===== config.mk =====
export PLATFORM = sky130hd
export DESIGN_NAME = skyline_sweep_counted_max_heap_unit
export DESIGN_NICKNAME = d
export VERILOG_FILES = /design/src/hdl/sksw_pkg.sv /design/src/hdl/sksw_heap_mem.sv /design/src/hdl/skyline_sweep_counted_max_heap_unit.sv
export SDC_FILE = /design/constraint.sdc
export NUM_CORES = 2
export LEC_CHECK = 0
export ABC_AREA = 1
export BUFFER_PORTS_ARGS = -buffer_cell sky130_fd_sc_hd__buf_2
export CAP_MARGIN = 20
export CORE_ASPECT_RATIO = 0.75
export CORE_MARGIN = 3
export CORE_UTILIZATION = 45
export DETAILED_ROUTE_END_ITERATION = 8
export MAX_ROUTING_LAYER = met4
export PLACE_DENSITY = 0.6
export SLEW_MARGIN = 15
export SYNTH_ARGS = -nofsm -noshare
export SYNTH_HDL_FRONTEND = slang
export SYNTH_SLANG_ARGS = --single-unit

===== constraint.sdc =====
create_clock -name clk -period 8.5 [get_ports clk]
set_clock_uncertainty 0.05 [all_clocks]
set_input_delay 1.275 -clock clk [delete_from_list [all_inputs] [get_ports clk]]
set_output_delay 1.275 -clock clk [all_outputs]
set_load 0.1 [all_outputs]

===== src/hdl/sksw_pkg.sv =====
// ----------------------------------------------------------------------------
// sksw_pkg
// shared types and constants for the skyline sweep heap unit
// ----------------------------------------------------------------------------
package sksw_pkg;

    localparam int unsigned HEIGHT_BITS = 31;
    localparam int unsigned POS_BITS    = 31;

    localparam logic FUNC_ENTER = 1'b0;
    localparam logic FUNC_LEAVE = 1'b1;

    typedef enum logic [3:0] {
        ST_IDLE,
        ST_SEARCH,
        ST_DECIDE,
        ST_MOVE_LAST,
        ST_SIFT_RD,
        ST_SIFT_CMP,
        ST_SIFT_WR,
        ST_TOP_RD,
        ST_TOP_CHK,
        ST_EMIT
    } state_t;

endpackage


===== src/hdl/sksw_heap_mem.sv =====
// ----------------------------------------------------------------------------
// sksw_heap_mem
// heap storage: height and count per slot, one write and one read port
// ----------------------------------------------------------------------------
module sksw_heap_mem #(
    parameter int unsigned DEPTH      = 64,
    parameter int unsigned COUNT_BITS = 16,
    parameter int unsigned ADDR_BITS  = 6
) (
    input  logic                               clk,
    input  logic                               wr_en,
    input  logic [ADDR_BITS-1:0]               wr_addr,
    input  logic [sksw_pkg::HEIGHT_BITS-1:0]   wr_height,
    input  logic [COUNT_BITS-1:0]              wr_count,
    input  logic [ADDR_BITS-1:0]               rd_addr,
    output logic [sksw_pkg::HEIGHT_BITS-1:0]   rd_height,
    output logic [COUNT_BITS-1:0]              rd_count
);

    logic [sksw_pkg::HEIGHT_BITS-1:0] height_mem [DEPTH];
    logic [COUNT_BITS-1:0]            count_mem  [DEPTH];

    always_ff @(posedge clk)
    begin
        if (wr_en)
        begin
            height_mem[wr_addr] <= wr_height;
            count_mem[wr_addr]  <= wr_count;
        end
        rd_height <= height_mem[rd_addr];
        rd_count  <= count_mem[rd_addr];
    end

endmodule


===== src/hdl/skyline_sweep_counted_max_heap_unit.sv =====
// ----------------------------------------------------------------------------
// skyline_sweep_counted_max_heap_unit
// skyline key points from sorted edge events via a counted max-heap
// ----------------------------------------------------------------------------
// steps: a linear search over the live slots, then decide, then a sift up, or
//   a sift down after the last entry moves in, one level at a time, then the
//   top check and emit
// flow: one event at a time, taken only in idle after the last one is done;
//   the heap accesses share the single memory read port
// reset: the heap size register restarts at 1 and slot 0 is treated as the
//   seed (height 0, count 1) until first written; no clearing pass
// ----------------------------------------------------------------------------
module skyline_sweep_counted_max_heap_unit #(
    parameter int unsigned HEAP_DEPTH = 64,
    parameter int unsigned COUNT_BITS = 16
) (
    input  logic        clk,
    input  logic        rst_n,
    input  logic        s_tvalid,
    output logic        s_tready,
    input  logic [63:0] s_tdata,   // x_pos[30:0], edge_height[61:31], zero pad
    input  logic        s_tuser,   // func
    output logic        m_tvalid,
    input  logic        m_tready,
    output logic [63:0] m_tdata,   // point_x[30:0], point_height[61:31], zero pad
    output logic        m_tuser    // overflow
);

    localparam int unsigned HB = sksw_pkg::HEIGHT_BITS;
    localparam int unsigned AB = (HEAP_DEPTH > 1) ? $clog2(HEAP_DEPTH) : 1;
    localparam int unsigned SB = AB + 1;
    localparam logic [COUNT_BITS-1:0] CMAX = {COUNT_BITS{1'b1}};
    localparam logic [SB-1:0] DEPTH_S = SB'(HEAP_DEPTH);

    sksw_pkg::state_t state_reg, state_next;

    logic          func_reg, func_next;
    logic [30:0]   x_reg, x_next;
    logic [HB-1:0] h_reg, h_next;
    logic [SB-1:0] size_reg, size_next;
    logic          seed_reg, seed_next;      // slot 0 still holds reset seed
    logic [SB-1:0] idx_reg, idx_next;        // search index / sift position
    logic          found_reg, found_next;
    logic [AB-1:0] slot_reg, slot_next;
    logic          taller_reg, taller_next;
    logic [HB-1:0] top_reg, top_next;
    logic          down_reg, down_next;      // sift direction
    logic [1:0]    rd_phase_reg, rd_phase_next;
    logic [HB-1:0] cur_h_reg, cur_h_next;
    logic [COUNT_BITS-1:0] cur_c_reg, cur_c_next;
    logic [HB-1:0] l_h_reg, l_h_next;
    logic [COUNT_BITS-1:0] l_c_reg, l_c_next;
    logic [HB-1:0] o_h_reg, o_h_next;        // other node (parent or best child)
    logic [COUNT_BITS-1:0] o_c_reg, o_c_next;
    logic [AB-1:0] o_idx_reg, o_idx_next;
    logic          ov_reg, ov_next;
    logic [30:0]   px_reg, px_next;
    logic [HB-1:0] ph_reg, ph_next;

    logic                  wr_en;
    logic [AB-1:0]         wr_addr, rd_addr;
    logic [HB-1:0]         wr_h, mem_h, rd_h;
    logic [COUNT_BITS-1:0] wr_c, mem_c, rd_c;
    logic                  rd_seed_reg;

    sksw_heap_mem #(
        .DEPTH(HEAP_DEPTH), .COUNT_BITS(COUNT_BITS), .ADDR_BITS(AB)
    ) u_mem (
        .clk(clk), .wr_en(wr_en), .wr_addr(wr_addr), .wr_height(wr_h),
        .wr_count(wr_c), .rd_addr(rd_addr), .rd_height(mem_h), .rd_count(mem_c)
    );

    // slot 0 reads as the seed until the first write after reset
    always_ff @(posedge clk or negedge rst_n)
    begin
        if (!rst_n)
            rd_seed_reg <= 1'b0;
        else
            rd_seed_reg <= seed_reg && (rd_addr == '0) && !(wr_en && wr_addr == '0);
    end
    assign rd_h = rd_seed_reg ? '0 : mem_h;
    assign rd_c = rd_seed_reg ? COUNT_BITS'(1) : mem_c;

    always_ff @(posedge clk or negedge rst_n)
    begin
        if (!rst_n)
        begin
            state_reg <= sksw_pkg::ST_IDLE;
            size_reg  <= SB'(1);
            seed_reg  <= 1'b1;
        end
        else
        begin
            state_reg <= state_next;
            size_reg  <= size_next;
            seed_reg  <= seed_next;
        end
    end

    always_ff @(posedge clk)
    begin
        func_reg <= func_next;     x_reg <= x_next;       h_reg <= h_next;
        idx_reg <= idx_next;       found_reg <= found_next;
        slot_reg <= slot_next;     taller_reg <= taller_next;
        top_reg <= top_next;       down_reg <= down_next;
        rd_phase_reg <= rd_phase_next;
        cur_h_reg <= cur_h_next;   cur_c_reg <= cur_c_next;
        l_h_reg <= l_h_next;       l_c_reg <= l_c_next;
        o_h_reg <= o_h_next;       o_c_reg <= o_c_next;   o_idx_reg <= o_idx_next;
        ov_reg <= ov_next;         px_reg <= px_next;     ph_reg <= ph_next;
    end

    // child index helpers (wide enough to test against size)
    logic [SB:0] lchild, rchild;
    assign lchild = {idx_reg, 1'b1};
    assign rchild = {idx_reg, 1'b0} + (SB+1)'(2);

    always_comb
    begin
        state_next = state_reg;
        func_next = func_reg;  x_next = x_reg;  h_next = h_reg;
        size_next = size_reg;  seed_next = seed_reg;
        idx_next = idx_reg;    found_next = found_reg;  slot_next = slot_reg;
        taller_next = taller_reg;  top_next = top_reg;  down_next = down_reg;
        rd_phase_next = rd_phase_reg;
        cur_h_next = cur_h_reg;  cur_c_next = cur_c_reg;
        l_h_next = l_h_reg;  l_c_next = l_c_reg;
        o_h_next = o_h_reg;  o_c_next = o_c_reg;  o_idx_next = o_idx_reg;
        ov_next = ov_reg;  px_next = px_reg;  ph_next = ph_reg;
        wr_en = 1'b0;  wr_addr = '0;  wr_h = '0;  wr_c = '0;
        rd_addr = '0;

        case (state_reg)
            sksw_pkg::ST_IDLE:
            begin
                if (s_tvalid)
                begin
                    func_next = s_tuser;
                    x_next    = s_tdata[30:0];
                    h_next    = s_tdata[61:31];
                    idx_next  = '0;
                    found_next = 1'b0;
                    rd_phase_next = '0;
                    rd_addr = '0;                   // top read for taller test
                    state_next = sksw_pkg::ST_SEARCH;
                end
            end

            // one slot per cycle: next address issued while the current compares
            sksw_pkg::ST_SEARCH:
            begin
                if (rd_phase_reg == 2'd0)
                begin
                    top_next = (size_reg != '0) ? rd_h : '0;
                    rd_phase_next = 2'd1;
                    rd_addr = idx_reg[AB-1:0];
                    if (idx_reg >= size_reg)
                        state_next = sksw_pkg::ST_DECIDE;
                end
                else
                begin
                    if (rd_h == h_reg)
                    begin
                        found_next = 1'b1;
                        slot_next  = idx_reg[AB-1:0];
                        cur_c_next = rd_c;
                        state_next = sksw_pkg::ST_DECIDE;
                    end
                    else if (idx_reg + SB'(1) >= size_reg ||
                             idx_reg + SB'(1) >= DEPTH_S)
                        state_next = sksw_pkg::ST_DECIDE;
                    else
                    begin
                        idx_next = idx_reg + SB'(1);
                        rd_addr = AB'(idx_reg + SB'(1));
                    end
                end
            end

            sksw_pkg::ST_DECIDE:
            begin
                taller_next = h_reg > top_reg;
                ov_next = 1'b0;  px_next = x_reg;
                if (func_reg == sksw_pkg::FUNC_ENTER)
                begin
                    ph_next = h_reg;
                    if (found_reg)
                    begin
                        wr_en = 1'b1;  wr_addr = slot_reg;  wr_h = h_reg;
                        wr_c = (cur_c_reg < CMAX) ? cur_c_reg + 1'b1 : cur_c_reg;
                        if (slot_reg == '0) seed_next = 1'b0;
                        cur_h_next = h_reg;  cur_c_next = wr_c;
                        idx_next = {1'b0, slot_reg};
                        down_next = 1'b0;
                        rd_phase_next = '0;
                        state_next = sksw_pkg::ST_SIFT_RD;
                    end
                    else if (size_reg >= DEPTH_S)
                    begin
                        ov_next = 1'b1;  px_next = '0;  ph_next = '0;
                        state_next = sksw_pkg::ST_EMIT;
                    end
                    else
                    begin
                        wr_en = 1'b1;  wr_addr = size_reg[AB-1:0];
                        wr_h = h_reg;  wr_c = COUNT_BITS'(1);
                        if (size_reg == '0) seed_next = 1'b0;
                        cur_h_next = h_reg;  cur_c_next = COUNT_BITS'(1);
                        idx_next = size_reg;
                        size_next = size_reg + SB'(1);
                        down_next = 1'b0;
                        rd_phase_next = '0;
                        state_next = sksw_pkg::ST_SIFT_RD;
                    end
                end
                else if (!found_reg)
                    state_next = sksw_pkg::ST_IDLE;
                else if (cur_c_reg > COUNT_BITS'(1))
                begin
                    wr_en = 1'b1;  wr_addr = slot_reg;  wr_h = h_reg;
                    wr_c = cur_c_reg - 1'b1;
                    if (slot_reg == '0) seed_next = 1'b0;
                    rd_phase_next = '0;
                    state_next = sksw_pkg::ST_TOP_RD;
                end
                else
                begin
                    size_next = size_reg - SB'(1);
                    rd_addr = AB'(size_reg - SB'(1));
                    rd_phase_next = '0;
                    state_next = sksw_pkg::ST_MOVE_LAST;
                end
            end

            // replace the removed slot with the last entry
            sksw_pkg::ST_MOVE_LAST:
            begin
                if (rd_phase_reg == 2'd0)
                begin
                    rd_addr = size_reg[AB-1:0];     // last slot, size already dropped
                    rd_phase_next = 2'd1;
                end
                else
                begin
                    cur_h_next = rd_h;  cur_c_next = rd_c;
                    if ({1'b0, slot_reg} < size_reg)
                    begin
                        wr_en = 1'b1;  wr_addr = slot_reg;
                        wr_h = rd_h;  wr_c = rd_c;
                        if (slot_reg == '0) seed_next = 1'b0;
                        idx_next = {1'b0, slot_reg};
                        down_next = 1'b1;
                        rd_phase_next = '0;
                        state_next = sksw_pkg::ST_SIFT_RD;
                    end
                    else
                    begin
                        rd_phase_next = '0;
                        state_next = sksw_pkg::ST_TOP_RD;
                    end
                end
            end

            // fetch neighbor(s): parent for sift up, children for sift down
            sksw_pkg::ST_SIFT_RD:
            begin
                if (down_reg)
                begin
                    if (rd_phase_reg == 2'd0)
                    begin
                        if (lchild >= {1'b0, size_reg})
                        begin
                            down_next = 1'b0;
                            idx_next = {1'b0, slot_reg};
                        end
                        else
                        begin
                            rd_addr = lchild[AB-1:0];
                            rd_phase_next = 2'd1;
                        end
                    end
                    else if (rd_phase_reg == 2'd1)
                    begin
                        l_h_next = rd_h;  l_c_next = rd_c;
                        rd_addr = rchild[AB-1:0];
                        rd_phase_next = 2'd2;
                    end
                    else
                    begin
                        if (rchild < {1'b0, size_reg} && rd_h > l_h_reg)
                        begin
                            o_h_next = rd_h;  o_c_next = rd_c;
                            o_idx_next = rchild[AB-1:0];
                        end
                        else
                        begin
                            o_h_next = l_h_reg;  o_c_next = l_c_reg;
                            o_idx_next = lchild[AB-1:0];
                        end
                        state_next = sksw_pkg::ST_SIFT_CMP;
                    end
                end
                else
                begin
                    if (idx_reg == '0 || idx_reg >= DEPTH_S)
                    begin
                        rd_phase_next = '0;
                        state_next = sksw_pkg::ST_TOP_RD;
                    end
                    else if (rd_phase_reg == 2'd0)
                    begin
                        rd_addr = AB'((idx_reg - SB'(1)) >> 1);
                        o_idx_next = AB'((idx_reg - SB'(1)) >> 1);
                        rd_phase_next = 2'd1;
                    end
                    else
                    begin
                        o_h_next = rd_h;  o_c_next = rd_c;
                        state_next = sksw_pkg::ST_SIFT_CMP;
                    end
                end
            end

            // the shared compare: swap if the order is violated
            sksw_pkg::ST_SIFT_CMP:
            begin
                rd_phase_next = '0;
                if (down_reg ? (o_h_reg > cur_h_reg) : (cur_h_reg > o_h_reg))
                    state_next = sksw_pkg::ST_SIFT_WR;
                else if (down_reg)
                begin
                    down_next = 1'b0;
                    idx_next = {1'b0, slot_reg};
                    state_next = sksw_pkg::ST_SIFT_RD;
                end
                else
                    state_next = sksw_pkg::ST_TOP_RD;
            end

            // two writes: neighbor into current slot, then current into neighbor
            sksw_pkg::ST_SIFT_WR:
            begin
                if (rd_phase_reg == 2'd0)
                begin
                    wr_en = 1'b1;  wr_addr = idx_reg[AB-1:0];
                    wr_h = o_h_reg;  wr_c = o_c_reg;
                    if (idx_reg == '0) seed_next = 1'b0;
                    rd_phase_next = 2'd1;
                end
                else
                begin
                    wr_en = 1'b1;  wr_addr = o_idx_reg;
                    wr_h = cur_h_reg;  wr_c = cur_c_reg;
                    if (o_idx_reg == '0) seed_next = 1'b0;
                    idx_next = {1'b0, o_idx_reg};
                    if (down_reg) slot_next = o_idx_reg;
                    rd_phase_next = '0;
                    state_next = sksw_pkg::ST_SIFT_RD;
                end
            end

            sksw_pkg::ST_TOP_RD:
            begin
                rd_addr = '0;
                state_next = sksw_pkg::ST_TOP_CHK;
            end

            sksw_pkg::ST_TOP_CHK:
            begin
                if (func_reg == sksw_pkg::FUNC_ENTER)
                    state_next = taller_reg ? sksw_pkg::ST_EMIT : sksw_pkg::ST_IDLE;
                else
                begin
                    ph_next = (size_reg != '0) ? rd_h : '0;
                    state_next = (h_reg > ((size_reg != '0) ? rd_h : '0)) ?
                                 sksw_pkg::ST_EMIT : sksw_pkg::ST_IDLE;
                end
            end

            sksw_pkg::ST_EMIT:
            begin
                if (m_tready)
                    state_next = sksw_pkg::ST_IDLE;
            end

            default:
                state_next = sksw_pkg::ST_IDLE;
        endcase
    end

    assign s_tready = (state_reg == sksw_pkg::ST_IDLE);
    assign m_tvalid = (state_reg == sksw_pkg::ST_EMIT);
    assign m_tdata  = {2'b00, ph_reg, px_reg};
    assign m_tuser  = ov_reg;

endmodule

==> results_dict.tcl <==
set metrics [dict create \
    cts_buffers 332 \
    crit_chain "inv_1 > ha_1 > a21o_1 > a22oi_1 > nand2_1 > nor2_1 > clkinv_2 > nor2_1 > inv_1 > nand3_1 > nand4_1 > nor2_4 > buf_4" \
    synth.avg_cell_area_um2 10.6 \
    drive_above_1_share_pct 7.09 \
    async_flop_share_pct 0.383 \
    internal-power_uw 35200 \
    routedWlPerCell_um 23.3 \
    die_y_um 513 \
    finish.instance_area_um2 172000 \
    min_period_ns 6.97 \
    slew_headroom_pct 15.2 \
    die_w_um 682 \
    largest_register "u_mem.height_mem" \
    p_seq_share_pct 36.9 \
    ant_nets 0 \
    clkLatencyLatePin_ns 0.90 \
    synth_warnings 0 \
    fin_crit_sh_pct 82.0 \
    max_freq_mhz 143 \
    worst_setup_path_end_kind "register" \
    io_buffers 131 \
    yosysUniqueCellTypes 58 \
    clockPowerShare_pct 24.5 \
    critical_path.max_fanout 28 \
    power_density_nw_per_um2 346 \
    cpPeakStageDelay_ns 1.16 \
    worst_ep_required_time_ns 8.97 \
    setup_tns_ns 0 \
    h-tree-depth 5 \
    grt_pass1_wl_um 660000 \
    combPwrFrac_pct 38.7 \
    setup_viol 0 \
    syn_to_final_growth_pct 11.2 \
    final_max_slew_viol_count 0 \
    vias 105218 \
    post_cts_buffers 0 \
    dpl-instance-area_um2 161000 \
    drtIter0Drc 13446 \
    dp_hpwl_um 244000 \
    hold_class "input pin to asynchronous set/reset pin" \
    utilization_pct 50.5 \
    dieArea_um2 350000 \
    switching_share_pct 40.8 \
    status "complete, no violations" \
    synth_edf_count 3330 \
    dr.pass1.iters 8 \
    cts_tree "yes" \
    critPathLaunchType "register" \
    hold_buffers 0 \
    cp_slowest_cell "nor2_4" \
    report.final.hold_viol_count 0 \
    drt_wl_total_um 449000 \
    drc 0 \
    clockBufferDepth 4 \
    ir_drop_mv 0.503 \
    grt_pass1_vias 97192 \
    cts_resized 0 \
    reg_top3 "u_mem.height_mem x1984, u_mem.count_mem x1024" \
    dp_cells 18670 \
    antenna_found_initial 9 \
    core_area_um2 340000 \
    start_util_pct 45.4 \
    fin_cells 19266 \
    root_buffer "clkbuf_16" \
    synthCells 14611 \
    rsz0062_at_grt "false" \
    critPathArrivalTime_ns 7.45 \
    crit_type "register to register" \
    num_io_pins 136 \
    leakagePower_uw 0.0685 \
    viasPerCell 5.46 \
    tightestPinTransition_ns 1.27 \
    track_usage_pct 25.9 \
    power_uw 59400 \
    gr-total-overflow 0 \
    yosysSeqAreaShare_pct 65.6 \
    clock_sinks 3390 \
    gp_congestion 0.905 \
    critical_path.startpoint "size_reg[4]" \
    num_rows 185 \
    layout.nets 14753 \
    synth_top_flop_cell "edfxtp_1" \
    p_sw_uw 24200 \
    synth_seq_cells 3390 \
    reg2reg_from "size_reg[4]" \
    clkTransAtPathRegs_ns 0.07 \
    syn-cell-area_um2 154000 \
    largest_reg_flops 1984 \
    grt_max_degree 181 \
    cap_violations 0 \
]
## synthesized netlist by cell type (all sizes together) (2+ instances only)
master	instances	area, um^2
a211oi	14	105
a21boi	2	15.0
a21o	4	30.0
a21oi	187	940
a221oi	3	26.3
a22oi	49	368
a31oi	7	43.8
a32oi	3	26.3
buf	587	2940
clkbuf	264	991
clkinv	4	15.0
dfrtp	11	275
dfstp	2	52.6
dfxtp	47	941
edfxtp	3330	100000
ha	165	2060
inv	2446	9180
nand2	3118	11700
nand3	2518	12600
nand3b	894	6710
nand4	31	194
nor2	367	1440
nor3	32	170
nor4	12	75.1
o2111ai	17	149
o211ai	163	1220
o21a	3	22.5
o21ai	199	996
o21bai	4	30.0
o221ai	35	307
o22ai	5	31.3
o31ai	5	37.5
or2	48	300
xor2	22	193
## through the flow
step           setup WS (ns)  hold slack, ns
6_report                1.53           0.267
5_1_grt                 1.26           0.248
4_1_cts                 1.59           0.208
3_5_place_dp            1.59           0.467
3_3_place_gp            1.68           0.453
2_1_floorplan          0.804           0.388
## layout make-up
cell class,instances,area (um^2)
Multi-Input combinational cell,7921,41400
Clock buffer,468,9340
Inverter,2450,9210
Clock inverter,122,1060
Tap cell,4488,5620
Timing Repair Buffer,424,3720
Fill cell,30058,168000
Sequential cell,3390,101000
Antenna cell,3,7.51
## final timing paths
kind                                      endpoint  slack [ns]  depth (start not counted)
setup reg to reg           u_mem.height_mem[48][4]        1.53                         13
hold reg to reg                           seed_reg        0.48                          2
max in group asynchronous              size_reg[0]        7.76                          1
setup / recovery           u_mem.height_mem[48][4]        1.53                         13
min in group clk                          seed_reg        0.48                          2
hold / removal                         rd_seed_reg        0.27                          1
## cell usage in the layout, fill, tap and decap left out, types with 163 or more instances in the layout
cell type,netlist,final
o21ai_0,199,193
clkbuf_16,0,341
nand2_1,3108,3106
ha_1,165,165
nand3_1,2518,2518
buf_4,18,223
o211ai_1,163,163
nor2_1,349,274
a21oi_1,186,186
inv_1,2438,2435
nand3b_1,894,894
edfxtp_1,3330,3330
## power by group through the flow
stage / Combinational [uW] / Clock [uW] / Sequential (uW)
2_1_floorplan: 14000 / 0 / 22600
3_3_place_gp: 22500 / 0 / 22200
3_5_place_dp: 22700 / 0 / 22200
4_1_cts: 22700 / 14700 / 21900
5_1_grt: 25200 / 15400 / 21900
6_report: 23000 / 14500 / 21900
## per-layer routing
layer	global-route usage [%]	vias up	share of wire, %
li1	-	48985	-
met1	39.0	51255	46
met5	-	-	0
met3	3.59	673	8.7
met2	36.5	4305	43
met4	7.37	0	3.1
## kinds of logic after synthesis
| kind of cell | count (synthesis) | synth area share [%] |
|---|---|---|
| simple gates | 7026 | 21.6 |
| flops | 3390 | 65.6 |
| buf+inv | 3301 | 8.50 |
| compound gates | 704 | 2.84 |
| fa+ha+maj | 165 | 1.34 |
| xor+xnor | 23 | 0.131 |
| other cells | 1 | 0.00243 |
| mux | 1 | 0.00649 |
## worst max-delay path, delay by kind of cell, from the launching register on
family	cells	cell delay, ns
buffers and inverters	4	1.85
and+or+nand+nor	6	3.46
DFF	1	0.49
adders and majority gates	1	0.37
AOI/OAI and AO/OA	2	0.31
(Power assumes the default switching activity.)
